==> config.mk <==
export PLATFORM = sky130hd
export DESIGN_NAME = rc_link_frame_parser_unit_flat
export DESIGN_NICKNAME = d
export VERILOG_FILES = /design/src/rtl/core/rclfp_pkg.sv /design/src/rtl/core/rclfp_if.sv /design/src/rtl/core/rclfp_front.sv /design/src/rtl/core/rclfp_queue.sv /design/src/rtl/core/rclfp_back.sv /design/src/rtl/core/rc_link_frame_parser_unit.sv /design/src/flat_wrapper.sv
export SDC_FILE = /design/constraint.sdc
export NUM_CORES = 1
export LEC_CHECK = 0
export ABC_AREA = 1
export ABC_CLOCK_PERIOD_IN_PS = 12800
export BUFFER_PORTS_ARGS = -buffer_cell sky130_fd_sc_hd__buf_2
export CAP_MARGIN = 10
export CELL_PAD_IN_SITES_DETAIL_PLACEMENT = 0
export CELL_PAD_IN_SITES_GLOBAL_PLACEMENT = 1
export CORE_UTILIZATION = 50
export CTS_CLUSTER_SIZE = 40
export DETAILED_ROUTE_END_ITERATION = 12
export HOLD_SLACK_MARGIN = 0.03
export PLACE_DENSITY = 0.82
export SYNTH_ARGS = -nofsm -noshare
export SYNTH_HDL_FRONTEND = slang
export SYNTH_SLANG_ARGS = --single-unit
==> constraint.sdc <==
create_clock -name clk -period 12.8 [get_ports clk]
set_clock_uncertainty 0.15 [all_clocks]
set_input_delay 0.64 -clock clk [delete_from_list [all_inputs] [get_ports clk]]
set_output_delay 0.64 -clock clk [all_outputs]
set_load 0.05 [all_outputs]
==> src/rtl/core/rclfp_pkg.sv <==
// Shared types and constants of the rc link frame parser.
`default_nettype none
package rclfp_pkg;

  localparam int unsigned PAYLOAD_BYTES = 22;
  localparam int unsigned PAYLOAD_BITS  = PAYLOAD_BYTES * 8;
  localparam int unsigned CH_BITS       = 11;
  localparam int unsigned OUT_CNT_BITS  = 32;

  localparam logic [7:0] RC_TYPE  = 8'h16;
  localparam logic [7:0] RC_LEN   = 8'd24;
  localparam logic [7:0] LEN_MIN  = 8'd2;
  localparam logic [7:0] LEN_MAX  = 8'd62;
  localparam logic [7:0] CRC_POLY = 8'hD5;

  typedef enum logic [1:0] {
    EV_LEN_ERR = 2'd0,
    EV_CRC_ERR = 2'd1,
    EV_GOOD    = 2'd2,
    EV_CHANNEL = 2'd3
  } event_t;

  typedef struct packed {
    event_t                    kind;
    logic [7:0]                frame_type;
    logic [PAYLOAD_BITS-1:0]   payload;
  } job_t;

endpackage
`default_nettype wire

==> src/rtl/core/rclfp_if.sv <==
// Handshake interfaces for the byte input and the result output.
`default_nettype none
interface rclfp_in_if;
  logic       valid;
  logic       ready;
  logic [7:0] rx_byte;
  modport source (output valid, output rx_byte, input ready);
  modport sink (input valid, input rx_byte, output ready);
endinterface

interface rclfp_out_if;
  logic        valid;
  logic        ready;
  logic [1:0]  event_res;
  logic [7:0]  frame_type;
  logic [3:0]  chan_num;
  logic [10:0] channel_value;
  logic        last;
  logic [31:0] good_frames;
  logic [31:0] crc_errors;
  logic [31:0] length_errors;
  logic [31:0] channel_frames;
  modport source (output valid, output event_res, output frame_type, output chan_num,
                  output channel_value, output last, output good_frames, output crc_errors,
                  output length_errors, output channel_frames, input ready);
  modport sink (input valid, input event_res, input frame_type, input chan_num,
                input channel_value, input last, input good_frames, input crc_errors,
                input length_errors, input channel_frames, output ready);
endinterface
`default_nettype wire

==> src/rtl/core/rclfp_front.sv <==
// Front end: frame sync, length check, CRC and payload capture.
`default_nettype none
module rclfp_front
  import rclfp_pkg::*;
(
  input  wire logic       clk,
  input  wire logic       rst_n,
  input  wire logic       byte_valid,
  input  wire logic [7:0] byte_data,
  output logic            byte_ready,
  output logic            push_valid,
  input  wire logic       push_ready,
  output job_t            push_job
);

  logic [6:0]              pos_r, pos_nxt;
  logic [6:0]              end_r, end_nxt;
  logic [7:0]              crc_r, crc_nxt;
  logic [7:0]              len_r, len_nxt;
  logic [7:0]              type_r, type_nxt;
  logic [PAYLOAD_BITS-1:0] payload_r, payload_nxt;
  logic                    fire;
  logic                    bad_len;

  function automatic logic is_addr(input logic [7:0] b);
    case (b)
      8'h00, 8'h10, 8'h12, 8'h80, 8'hC0, 8'hC2, 8'hC4,
      8'hC8, 8'hCA, 8'hCC, 8'hCE, 8'hEA, 8'hEC, 8'hEE: is_addr = 1'b1;
      default: is_addr = 1'b0;
    endcase
  endfunction

  function automatic logic [7:0] crc_step(input logic [7:0] c, input logic [7:0] b);
    logic [7:0] x;
    x = c ^ b;
    for (int i = 0; i < 8; i++) begin
      if (x[7]) begin
        x = {x[6:0], 1'b0} ^ CRC_POLY;
      end else begin
        x = {x[6:0], 1'b0};
      end
    end
    return x;
  endfunction

  assign byte_ready = push_ready;
  assign fire       = byte_valid && byte_ready;
  assign bad_len    = (byte_data < LEN_MIN) || (byte_data > LEN_MAX);

  always_comb begin
    pos_nxt     = pos_r;
    end_nxt     = end_r;
    crc_nxt     = crc_r;
    len_nxt     = len_r;
    type_nxt    = type_r;
    payload_nxt = payload_r;
    push_valid  = 1'b0;
    push_job    = '{kind: EV_LEN_ERR, frame_type: 8'd0, payload: payload_r};
    if (fire) begin
      if (pos_r == 7'd0) begin
        if (is_addr(byte_data)) begin
          pos_nxt = 7'd1;
        end
      end else if (pos_r == 7'd1) begin
        if (bad_len) begin
          push_valid = 1'b1;
          end_nxt    = 7'd0;
          pos_nxt    = is_addr(byte_data) ? 7'd1 : 7'd0;
        end else begin
          len_nxt = byte_data;
          end_nxt = byte_data[6:0] + 7'd2;
          crc_nxt = 8'd0;
          pos_nxt = 7'd2;
        end
      end else if (pos_r + 7'd1 < end_r) begin
        if (pos_r == 7'd2) begin
          type_nxt = byte_data;
        end else begin
          payload_nxt = {byte_data, payload_r[PAYLOAD_BITS-1:8]};
        end
        crc_nxt = crc_step(crc_r, byte_data);
        pos_nxt = pos_r + 7'd1;
      end else begin
        push_valid          = 1'b1;
        push_job.frame_type = type_r;
        if (byte_data != crc_r) begin
          push_job.kind = EV_CRC_ERR;
        end else if (type_r == RC_TYPE && len_r == RC_LEN) begin
          push_job.kind = EV_CHANNEL;
        end else begin
          push_job.kind = EV_GOOD;
        end
        pos_nxt = 7'd0;
        end_nxt = 7'd0;
      end
    end
  end

  always_ff @(posedge clk) begin
    if (!rst_n) begin
      pos_r <= 7'd0;
      end_r <= 7'd0;
      crc_r <= 8'd0;
    end else begin
      pos_r <= pos_nxt;
      end_r <= end_nxt;
      crc_r <= crc_nxt;
    end
  end

  always_ff @(posedge clk) begin
    len_r     <= len_nxt;
    type_r    <= type_nxt;
    payload_r <= payload_nxt;
  end

endmodule
`default_nettype wire

==> src/rtl/core/rclfp_queue.sv <==
// Two-entry queue of finished frames between front and back end.
`default_nettype none
module rclfp_queue
  import rclfp_pkg::*;
(
  input  wire logic clk,
  input  wire logic rst_n,
  input  wire logic push_valid,
  output logic      push_ready,
  input  wire job_t push_job,
  output logic      pop_valid,
  input  wire logic pop_ready,
  output job_t      pop_job
);

  job_t       mem_r [2];
  logic       wr_r;
  logic       rd_r;
  logic [1:0] count_r;
  logic       do_push;
  logic       do_pop;

  assign push_ready = (count_r != 2'd2);
  assign pop_valid  = (count_r != 2'd0);
  assign pop_job    = mem_r[rd_r];
  assign do_push    = push_valid && push_ready;
  assign do_pop     = pop_valid && pop_ready;

  always_ff @(posedge clk) begin
    if (do_push) begin
      mem_r[wr_r] <= push_job;
    end
  end

  always_ff @(posedge clk) begin
    if (!rst_n) begin
      wr_r    <= 1'b0;
      rd_r    <= 1'b0;
      count_r <= 2'd0;
    end else begin
      if (do_push) begin
        wr_r <= ~wr_r;
      end
      if (do_pop) begin
        rd_r <= ~rd_r;
      end
      count_r <= count_r + {1'b0, do_push} - {1'b0, do_pop};
    end
  end

endmodule
`default_nettype wire

==> src/rtl/core/rclfp_back.sv <==
// Back end: counters, channel unpacking and the result register.
`default_nettype none
module rclfp_back
  import rclfp_pkg::*;
#(
  parameter int unsigned CHANNEL_COUNT = 16,
  parameter int unsigned COUNTER_BITS  = 32
) (
  input  wire logic         clk,
  input  wire logic         rst_n,
  input  wire logic         job_valid,
  output logic              job_ready,
  input  wire job_t         job,
  output logic              res_valid,
  input  wire logic         res_ready,
  output logic [1:0]        res_event,
  output logic [7:0]        res_type,
  output logic [3:0]        res_index,
  output logic [10:0]       res_value,
  output logic              res_last,
  output logic [31:0]       res_good,
  output logic [31:0]       res_crc_err,
  output logic [31:0]       res_len_err,
  output logic [31:0]       res_ch_frames
);

  localparam logic [3:0] LAST_IDX = 4'(CHANNEL_COUNT - 1);

  logic [COUNTER_BITS-1:0] good_r, good_nxt;
  logic [COUNTER_BITS-1:0] crce_r, crce_nxt;
  logic [COUNTER_BITS-1:0] lene_r, lene_nxt;
  logic [COUNTER_BITS-1:0] chf_r, chf_nxt;
  logic                    active_r;
  logic [3:0]              idx_r;
  logic [PAYLOAD_BITS-1:0] sh_r;
  logic [7:0]              type_r;
  logic                    take;
  logic                    pop;

  assign take      = !res_valid || res_ready;
  assign pop       = take && !active_r && job_valid;
  assign job_ready = take && !active_r;

  always_comb begin
    good_nxt = good_r;
    crce_nxt = crce_r;
    lene_nxt = lene_r;
    chf_nxt  = chf_r;
    case (job.kind)
      EV_LEN_ERR: lene_nxt = lene_r + 1'b1;
      EV_CRC_ERR: crce_nxt = crce_r + 1'b1;
      EV_GOOD:    good_nxt = good_r + 1'b1;
      EV_CHANNEL: begin
        good_nxt = good_r + 1'b1;
        chf_nxt  = chf_r + 1'b1;
      end
      default: lene_nxt = lene_r;
    endcase
  end

  always_ff @(posedge clk) begin
    if (!rst_n) begin
      good_r    <= '0;
      crce_r    <= '0;
      lene_r    <= '0;
      chf_r     <= '0;
      active_r  <= 1'b0;
      idx_r     <= 4'd0;
      res_valid <= 1'b0;
    end else if (take) begin
      if (active_r) begin
        res_valid <= 1'b1;
        active_r  <= (idx_r != LAST_IDX);
        idx_r     <= idx_r + 4'd1;
      end else if (job_valid) begin
        res_valid <= 1'b1;
        good_r    <= good_nxt;
        crce_r    <= crce_nxt;
        lene_r    <= lene_nxt;
        chf_r     <= chf_nxt;
        active_r  <= (job.kind == EV_CHANNEL) && (LAST_IDX != 4'd0);
        idx_r     <= 4'd1;
      end else begin
        res_valid <= 1'b0;
      end
    end
  end

  always_ff @(posedge clk) begin
    if (take) begin
      if (active_r) begin
        res_event <= EV_CHANNEL;
        res_type  <= type_r;
        res_index <= idx_r;
        res_value <= sh_r[CH_BITS-1:0];
        res_last  <= (idx_r == LAST_IDX);
        sh_r      <= sh_r >> CH_BITS;
      end else if (pop) begin
        res_event     <= job.kind;
        res_type      <= job.frame_type;
        type_r        <= job.frame_type;
        res_index     <= 4'd0;
        res_good      <= OUT_CNT_BITS'(good_nxt);
        res_crc_err   <= OUT_CNT_BITS'(crce_nxt);
        res_len_err   <= OUT_CNT_BITS'(lene_nxt);
        res_ch_frames <= OUT_CNT_BITS'(chf_nxt);
        sh_r          <= job.payload >> CH_BITS;
        if (job.kind == EV_CHANNEL) begin
          res_value <= job.payload[CH_BITS-1:0];
          res_last  <= (LAST_IDX == 4'd0);
        end else begin
          res_value <= 11'd0;
          res_last  <= 1'b1;
        end
      end
    end
  end

endmodule
`default_nettype wire

==> src/rtl/core/rc_link_frame_parser_unit.sv <==
// Top level of the rc link frame parser.
//
//   port     dir  role     payload
//   in_ch    in   sink     rx_byte
//   out_ch   out  source   event_res, frame_type, chan_num, channel_value,
//                          last, good_frames, crc_errors, length_errors,
//                          channel_frames
//
// One byte is taken per cycle while the frame queue has room.
// A frame end yields one result, or CHANNEL_COUNT results for a channel frame,
// one per cycle from the result register; the two-entry queue holds finished
// frames while the result side stalls, and in_ch.ready drops when it is full.
// Reset is synchronous, active low; it clears sync state, queue and counters.
`default_nettype none
module rc_link_frame_parser_unit
  import rclfp_pkg::*;
#(
  parameter int unsigned CHANNEL_COUNT = 16,
  parameter int unsigned COUNTER_BITS  = 32
) (
  input  wire logic  clk,
  input  wire logic  rst_n,
  rclfp_in_if.sink   in_ch,
  rclfp_out_if.source out_ch
);

  logic f_valid;
  logic f_ready;
  job_t f_job;
  logic q_valid;
  logic q_ready;
  job_t q_job;

  rclfp_front u_front (
    .clk        (clk),
    .rst_n      (rst_n),
    .byte_valid (in_ch.valid),
    .byte_data  (in_ch.rx_byte),
    .byte_ready (in_ch.ready),
    .push_valid (f_valid),
    .push_ready (f_ready),
    .push_job   (f_job)
  );

  rclfp_queue u_queue (
    .clk        (clk),
    .rst_n      (rst_n),
    .push_valid (f_valid),
    .push_ready (f_ready),
    .push_job   (f_job),
    .pop_valid  (q_valid),
    .pop_ready  (q_ready),
    .pop_job    (q_job)
  );

  rclfp_back #(
    .CHANNEL_COUNT (CHANNEL_COUNT),
    .COUNTER_BITS  (COUNTER_BITS)
  ) u_back (
    .clk           (clk),
    .rst_n         (rst_n),
    .job_valid     (q_valid),
    .job_ready     (q_ready),
    .job           (q_job),
    .res_valid     (out_ch.valid),
    .res_ready     (out_ch.ready),
    .res_event     (out_ch.event_res),
    .res_type      (out_ch.frame_type),
    .res_index     (out_ch.chan_num),
    .res_value     (out_ch.channel_value),
    .res_last      (out_ch.last),
    .res_good      (out_ch.good_frames),
    .res_crc_err   (out_ch.crc_errors),
    .res_len_err   (out_ch.length_errors),
    .res_ch_frames (out_ch.channel_frames)
  );

endmodule
`default_nettype wire
==> src/flat_wrapper.sv <==
// flat-port wrapper written by rule: the top's interface ports become plain ports
module rc_link_frame_parser_unit_flat import rclfp_pkg::*;
#(
  parameter int unsigned CHANNEL_COUNT = 16,
  parameter int unsigned COUNTER_BITS  = 32
)
  (clk, rst_n, in_ch_valid, in_ch_rx_byte, in_ch_ready, out_ch_valid, out_ch_event_res, out_ch_frame_type, out_ch_chan_num, out_ch_channel_value, out_ch_last, out_ch_good_frames, out_ch_crc_errors, out_ch_length_errors, out_ch_channel_frames, out_ch_ready);
  rclfp_in_if in_ch_i ();
  rclfp_out_if out_ch_i ();
  input  wire logic clk;
  input  wire logic rst_n;
  input wire logic [$bits(in_ch_i.valid)-1:0] in_ch_valid;
  input wire logic [$bits(in_ch_i.rx_byte)-1:0] in_ch_rx_byte;
  output wire logic [$bits(in_ch_i.ready)-1:0] in_ch_ready;
  output wire logic [$bits(out_ch_i.valid)-1:0] out_ch_valid;
  output wire logic [$bits(out_ch_i.event_res)-1:0] out_ch_event_res;
  output wire logic [$bits(out_ch_i.frame_type)-1:0] out_ch_frame_type;
  output wire logic [$bits(out_ch_i.chan_num)-1:0] out_ch_chan_num;
  output wire logic [$bits(out_ch_i.channel_value)-1:0] out_ch_channel_value;
  output wire logic [$bits(out_ch_i.last)-1:0] out_ch_last;
  output wire logic [$bits(out_ch_i.good_frames)-1:0] out_ch_good_frames;
  output wire logic [$bits(out_ch_i.crc_errors)-1:0] out_ch_crc_errors;
  output wire logic [$bits(out_ch_i.length_errors)-1:0] out_ch_length_errors;
  output wire logic [$bits(out_ch_i.channel_frames)-1:0] out_ch_channel_frames;
  input wire logic [$bits(out_ch_i.ready)-1:0] out_ch_ready;
  assign in_ch_i.valid = in_ch_valid;
  assign in_ch_i.rx_byte = in_ch_rx_byte;
  assign in_ch_ready = in_ch_i.ready;
  assign out_ch_valid = out_ch_i.valid;
  assign out_ch_event_res = out_ch_i.event_res;
  assign out_ch_frame_type = out_ch_i.frame_type;
  assign out_ch_chan_num = out_ch_i.chan_num;
  assign out_ch_channel_value = out_ch_i.channel_value;
  assign out_ch_last = out_ch_i.last;
  assign out_ch_good_frames = out_ch_i.good_frames;
  assign out_ch_crc_errors = out_ch_i.crc_errors;
  assign out_ch_length_errors = out_ch_i.length_errors;
  assign out_ch_channel_frames = out_ch_i.channel_frames;
  assign out_ch_i.ready = out_ch_ready;
  rc_link_frame_parser_unit #(.CHANNEL_COUNT(CHANNEL_COUNT), .COUNTER_BITS(COUNTER_BITS)) u_core (.clk(clk), .rst_n(rst_n), .in_ch(in_ch_i), .out_ch(out_ch_i));
endmodule
Word-level counts from Yosys, hierarchy flattened
Memories as Yosys holds them, arrays and structs flattened. A register that Yosys moved wholly into a read port is not among the register bits. Index checks and enable logic that the tools add are counted.

Bits in registers: 679. RAM bits: 372. Bits of input ports: 12. Memories kept: 1.

Memory list: u_core.u_queue.mem_r (words 2, bits a word 186, rd ports 1, clocked after memory_dff 1, write ports 1, line rclfp_queue.sv:16) `job_t mem_r [2];`.

Add/subtract/negate cells: 9. Order comparisons: 3. Equal/unequal tests: 27. Multiplexer cells: 93. Bitwise logic cells: 16. Reduce and logical (&&, ||, !) cells: 28.

Operators with widths (count): 8-bit 2-to-1 mux (41); 165-bit 2-to-1 mux (1); 154-bit 2-to-1 mux (1); 32-bit by 1-bit adder with 32-bit output (second input constant) (4); 32-bit 2-to-1 mux (4); 8-bit equality test (second input constant) (11); 7-bit 2-to-1 mux (7); 10-bit 2-to-1 mux (4); 5-bit NOT (8); 11-bit 2-to-1 mux (3); 8-bit by 5-bit equality test with 1-bit output (second input constant) (4); 1-bit 2-to-1 mux (25); 4-bit 2-to-1 mux (4); 14-bit OR reduction (1); 5-bit AND reduction (2); 3-bit AND reduction (3); 8-bit by 6-bit > comparator with 1-bit output (second input constant) (1); 8-bit logical NOT (1); 8-bit by 2-bit less-than comparator with 1-bit output (second input constant) (1); 8-bit inequality test (1); 4-bit AND reduction (2); 2-bit nonzero test (4); 8-bit XOR (1); 7-bit by 1-bit adder with 7-bit output (second input constant) (1); other kinds (22) (41).

Longest topological paths before layout
Word-level depth: 47. Depth in mapped cells: 18.

Cells and area by module
From an unflattened synthesis, not the netlist that was laid out.

Cell total of the unflattened synthesis: 3409. Area total of the unflattened synthesis: 42592.1 µm².

By module, submodules not included: rclfp_back (instances 1, cells each 2236, area an instance 20454.6 µm², sequential area each 12502.0 µm²); rclfp_queue (instances 1, cells each 615, area an instance 14234.9 µm², sequential area each 11270.8 µm²); rclfp_front (instances 1, cells each 558, area an instance 7902.6 µm², sequential area each 6206.0 µm²).

Worst setup path after synthesis
No wires, ideal clock.

Kind: input port to flip-flop. Start point: input port out_ch_ready. End point: register u_core.u_back.idx_r[3]. Data arrival time: 11266 ps. Data required time: 12506 ps. Slack: 1239 ps. Stages on the path: 5. Path buffers: 0. Cells stage by stage: nor2_1 -> a21oi_1 -> nand4_1 -> o21ai_0 -> a21oi_1.

Cells in the longest elaborated chain, start to end: 2.

Ends and longest elaborated chain: from (decl) (line flat_wrapper.sv:25) `input wire logic [$bits(out_ch_i.ready)-1:0] out_ch_ready;`; 1-bit logical OR (line rclfp_back.sv:40) `assign take = !res_valid || res_ready;`; 2-bit AND reduction (no source line); to (signal assigned) (line rclfp_back.sv:74) `idx_r <= idx_r + 4'd1;`; to (decl) (line rclfp_back.sv:34) `logic [3:0] idx_r;`.

No other way between the ends. A chain may end at the register's enable or synchronous reset.

Worst setup path in the final report
Start point: register u_core.u_front.pos_r[0]. End point: register u_core.u_front.payload_r[29], enable pin.

Cells in the longest elaborated chain, start to end: 3.

Ends and longest elaborated chain: from (decl) (line rclfp_front.sv:16) `logic [6:0] pos_r, pos_nxt;`; from (signal assigned) (line rclfp_front.sv:105) `pos_r <= pos_nxt;`; 7-bit by 1-bit adder with 7-bit output (tied with other cells) (line rclfp_front.sv:75) `end else if (pos_r + 7'd1 < end_r) begin`; 7-bit less-than comparator or 1-bit NOT (tied branches); 5-bit AND reduction (no source line) (*); to (signal assigned) (line rclfp_front.sv:114) `payload_r <= payload_nxt;`; to (decl) (line rclfp_front.sv:21) `logic [PAYLOAD_BITS-1:0] payload_r, payload_nxt;`.

Mark *: on every way between the ends. The rest lies on a longest branch, timed or not.

==> summary.md <==
| Metric | Value |
|---|---|
| Crit path arrival time | 5080 ps |
| Initial Utilization | 50.7% |
| Routed len/inst | 18.2 um |
| Die height | 286 um |
| Count of cell types in the netlist | 50 |
| CP Class | flop to flop |
| Detailed-router iteration count before antenna repair | 8 |
| Top post-synthesis cells by area | edfxtp_1 67%, dfxtp_1 8.0%, nand2_1 5.6%, a21oi_1 4.3%, xor2_1 2.6% |
| Die area | roughly 0.082 mm^2 |
| Core Rows | 103 |
| Status | complete, no violations |
| Final antenna-violating net count | 0 |
| Syn Inst Count | ~3200 |
| Cell Area, Synth | 0.0402 mm^2 |
| Slew margin rel. | 22.7% |
| Initial DRC count | 1880 |
| Setup TNS Final | 0 ps |
| Tot GR Track Use | approximately a fifth |
| Period utilization | 38.7% |
| WP data required | ~13000 ps |
| Clock Latency Late Sink | 670 ps |
| Final net count | 3396 |
| End of the worst hold path | u_core.u_front.len_r[6]$_DFFE_PP_ |
| Reg2Reg Setup Slack | roughly 7900 ps |
| Detailed Place HPWL | 47600 um |
| Post-synth EDFFs | 891 |
| Critical Path Start Type | flop |
| Worst-path cell chain | ha_1 -> nand3_1 -> nor2_1 -> nand2_1 -> xnor2_1 -> ha_1 -> nand2_1 -> or2_2 -> and3_1 -> nand2_1 -> a31oi_4 -> buf_4 -> buf_4 -> buf_4 |
| Post-Route WL | 81800 um |
| Core Region | 0.0793 mm^2 |
| WP buf/inv | 3 |
| Worst R2R End | u_core.u_front.payload_r[29]$_DFFE_PP_ |
| DR vias/cell | 5.30 |
| Hold_sp | in_ch_rx_byte[6] |
| Library cell with the largest summed area after synthesis | edfxtp_1 |
| Cell area after layout | 0.0455 mm^2 |
| Pre-CTS WS | just under 8000 ps |
| DIE WIDTH | 286 um |
| Initial antenna violation count | 4 |
| Commonest non-fill, non-tap cell in the layout | edfxtp_1 |
| Vias | 23900 |
| Post-synthesis sequential area ratio | 74.6% |
| Synthesized flop and latch total | 1052 |
| Synth Warn # | 0 |
| Crit-path max FO | 69 |
| F_max | 202 MHz |
| Cell Area, Placed | 0.0422 mm^2 |
| # hold bufs at CTS | 0 |
| Grt total ovfl | 0 |
| Post-Syn Area per Cell | 12.6 um^2 |
| Min-Delay Path Depth | 1 |
| FFs w/ async S/R, synth | 0% |
| Max-cap check violation count | 0 |
| Remaining DRCs | 0 |
| CTS root buf | clkbuf_16 |
| Element type at the critical path end | flop |
| Placer congestion estimate | about 0.87 |
| Max incr delay on CP | ~860 ps |
| Cell family with most CP delay | buffers and inverters |
| Hold WS | 102 ps |
| Layout area overhead | 13.3% |
| Largest net degree at the start of global routing | 173 |
| Static Leak | about 0.016 uW |
| Clock tree buffer depth | 3 |
| Worst Hold Class | input pin to flop |
| Commonest cells after routing, fill and taps aside | 891 x edfxtp_1, 599 x nand2_1, 343 x a21oi_1 |
| Fin. max-slew vios | 0 |
| First-pass GRT wire length | 129000 um |
| Clk sinks | ~1100 |
| I/O pin count | 168 |
| PwrDens | 217 mW/mm^2 |
| Total CTS buffers | 103 |
| Vias in the first global route | 23700 |
| CTS HTree Levels | 3 |
| Setup slack after layout | 7850 ps |
| Mapped Nets | around 3200 |
| VDD IR max | 0.160 mV |
| Setup violations, final | 0 |
| IO Port Bufs | 167 |
| Critical-path top delay cell | buf_4 |
| Top_reg_cell synth | edfxtp_1 |
| Ratio of cells with drive above 1 in the final layout | 11.2% |
| CTS tree | yes |
| Clock transition at path regs | 60 ps |
| Setup repair bufs after CTS | 0 |
| Post-CTS resize count | 0 |
| Reg-to-Reg Start | u_core.u_front.pos_r[0]$_SDFFE_PN0P_ |
| Slew of the pin with the lowest slew margin | roughly 1200 ps |
| Period minus WS final | between 4000 and 5000 ps |
| Final hold viol count | 0 |
| Reg2Reg Depth | 14 |
| Area fraction of the dominant cell type after synthesis | 66.5% |
| Unrepaired setup endpoints after global routing | no |
logic make-up after synthesis:
family	count (synthesis)	synth area share, %
flip-flops	1052	74.6
AO/OA/AOI/OAI	518	6.71
AND/OR/NAND/NOR	1093	11.6
XOR/XNOR	127	2.79
multiplexers	13	0.324
adder cells (fa/ha/maj)	19	0.591
buffers and inverters	365	3.47
synth_stat cells (5+ instances only):
cell type,count
nand2_2,8
edfxtp_1,891
nor3_1,40
nor4_1,14
nand3_1,67
nor2_1,277
buf_1,9
o22ai_1,32
inv_1,246
o21ai_0,108
ha_1,19
nand4_1,45
nor3_2,10
clkbuf_1,100
xor2_1,119
mux2i_1,13
a22o_1,11
nor2_4,5
nand2_1,600
nor2_2,6
a31oi_1,11
o21ai_1,8
dfxtp_1,161
a21oi_1,344
xnor2_1,7
worst register-to-register path, delay by kind of cell (launching register included):
family,cells,cell delay [ps]
simple gates,7,840
xor+xnor,1,190
fa+ha+maj,2,490
compound gates,1,150
buf+inv,3,2290
flops,1,420
state kept, by name (all words and copies together) (netlist names), 2 cells and up, named ones only:
signal / flops
u_core.u_back.chf_r: 32
u_core.u_front.payload_r: 176
u_core.u_back.idx_r: 4
u_core.u_back.res_len_err: 32
u_core.u_back.lene_r: 32
u_core.u_queue.mem_r: 372
u_core.u_front.crc_r: 8
u_core.u_back.res_value: 11
u_core.u_back.res_index: 4
u_core.u_back.res_good: 32
u_core.u_back.crce_r: 32
u_core.u_back.res_type: 8
u_core.u_back.res_event: 2
u_core.u_back.type_r: 8
u_core.u_back.res_ch_frames: 32
u_core.u_front.type_r: 8
u_core.u_front.pos_r: 7
u_core.u_queue.count_r: 2
u_core.u_back.res_crc_err: 32
u_core.u_back.sh_r: 165
u_core.u_front.len_r: 8
u_core.u_back.good_r: 32
u_core.u_front.end_r: 7
worst max path at each step:
stage                                         start  depth (start not counted)                                endpoint  slack [ps]
2_1_floorplan                          out_ch_ready                          5     u_core.u_back.idx_r[3]$_SDFFE_PN0P_        1240
3_3_place_gp   u_core.u_front.pos_r[0]$_SDFFE_PN0P_                         15   u_core.u_front.payload_r[2]$_DFFE_PP_        7780
3_5_place_dp   u_core.u_front.pos_r[0]$_SDFFE_PN0P_                         14  u_core.u_front.payload_r[15]$_DFFE_PP_        7760
4_1_cts        u_core.u_front.pos_r[0]$_SDFFE_PN0P_                         14  u_core.u_front.payload_r[15]$_DFFE_PP_        7760
5_1_grt        u_core.u_front.pos_r[0]$_SDFFE_PN0P_                         15   u_core.u_front.payload_r[4]$_DFFE_PP_        7380
6_report       u_core.u_front.pos_r[0]$_SDFFE_PN0P_                         14  u_core.u_front.payload_r[29]$_DFFE_PP_        7850
metrics by stage:
step | cells | util, % | power (uW)
2_1_floorplan | 3187 | - | 6380
3_3_place_gp | 4310 | 53.2 | 6980
3_5_place_dp | 4310 | 53.2 | 7020
4_1_cts | 4500 | 57.5 | 10000
5_1_grt | 4500 | 57.5 | 10300
6_report | 4501 | 57.5 | 9900
report_power, final:
part	switching (uW)	leakage (uW)	total, uW	internal [uW]
sequential	221	0.00951	4710	4490
clock	1270	0.00163	2990	1720
combinational	1760	0.00527	2200	440
total	3260	0.0164	9900	6650
metal layers:
metal	global-route usage [%]	vias to the layer above	routed length, um
li1	-	11500	-
met1	27.5	11600	35800
met2	33.2	605	40000
met3	2.95	119	4220
met4	6.20	4	1780
met5	0	-	24
final cells by class:
type	instances	area, um^2
multi-input cells	1770	8890
inverters	252	967
clock inverters	56	613
well taps	1050	1310
diodes	1	2.50
fillers	6288	33700
clock buffers	134	2770
flip-flops and latches	1052	30000
repair buffers	186	1020
Power figures use the tool's default switching activity.
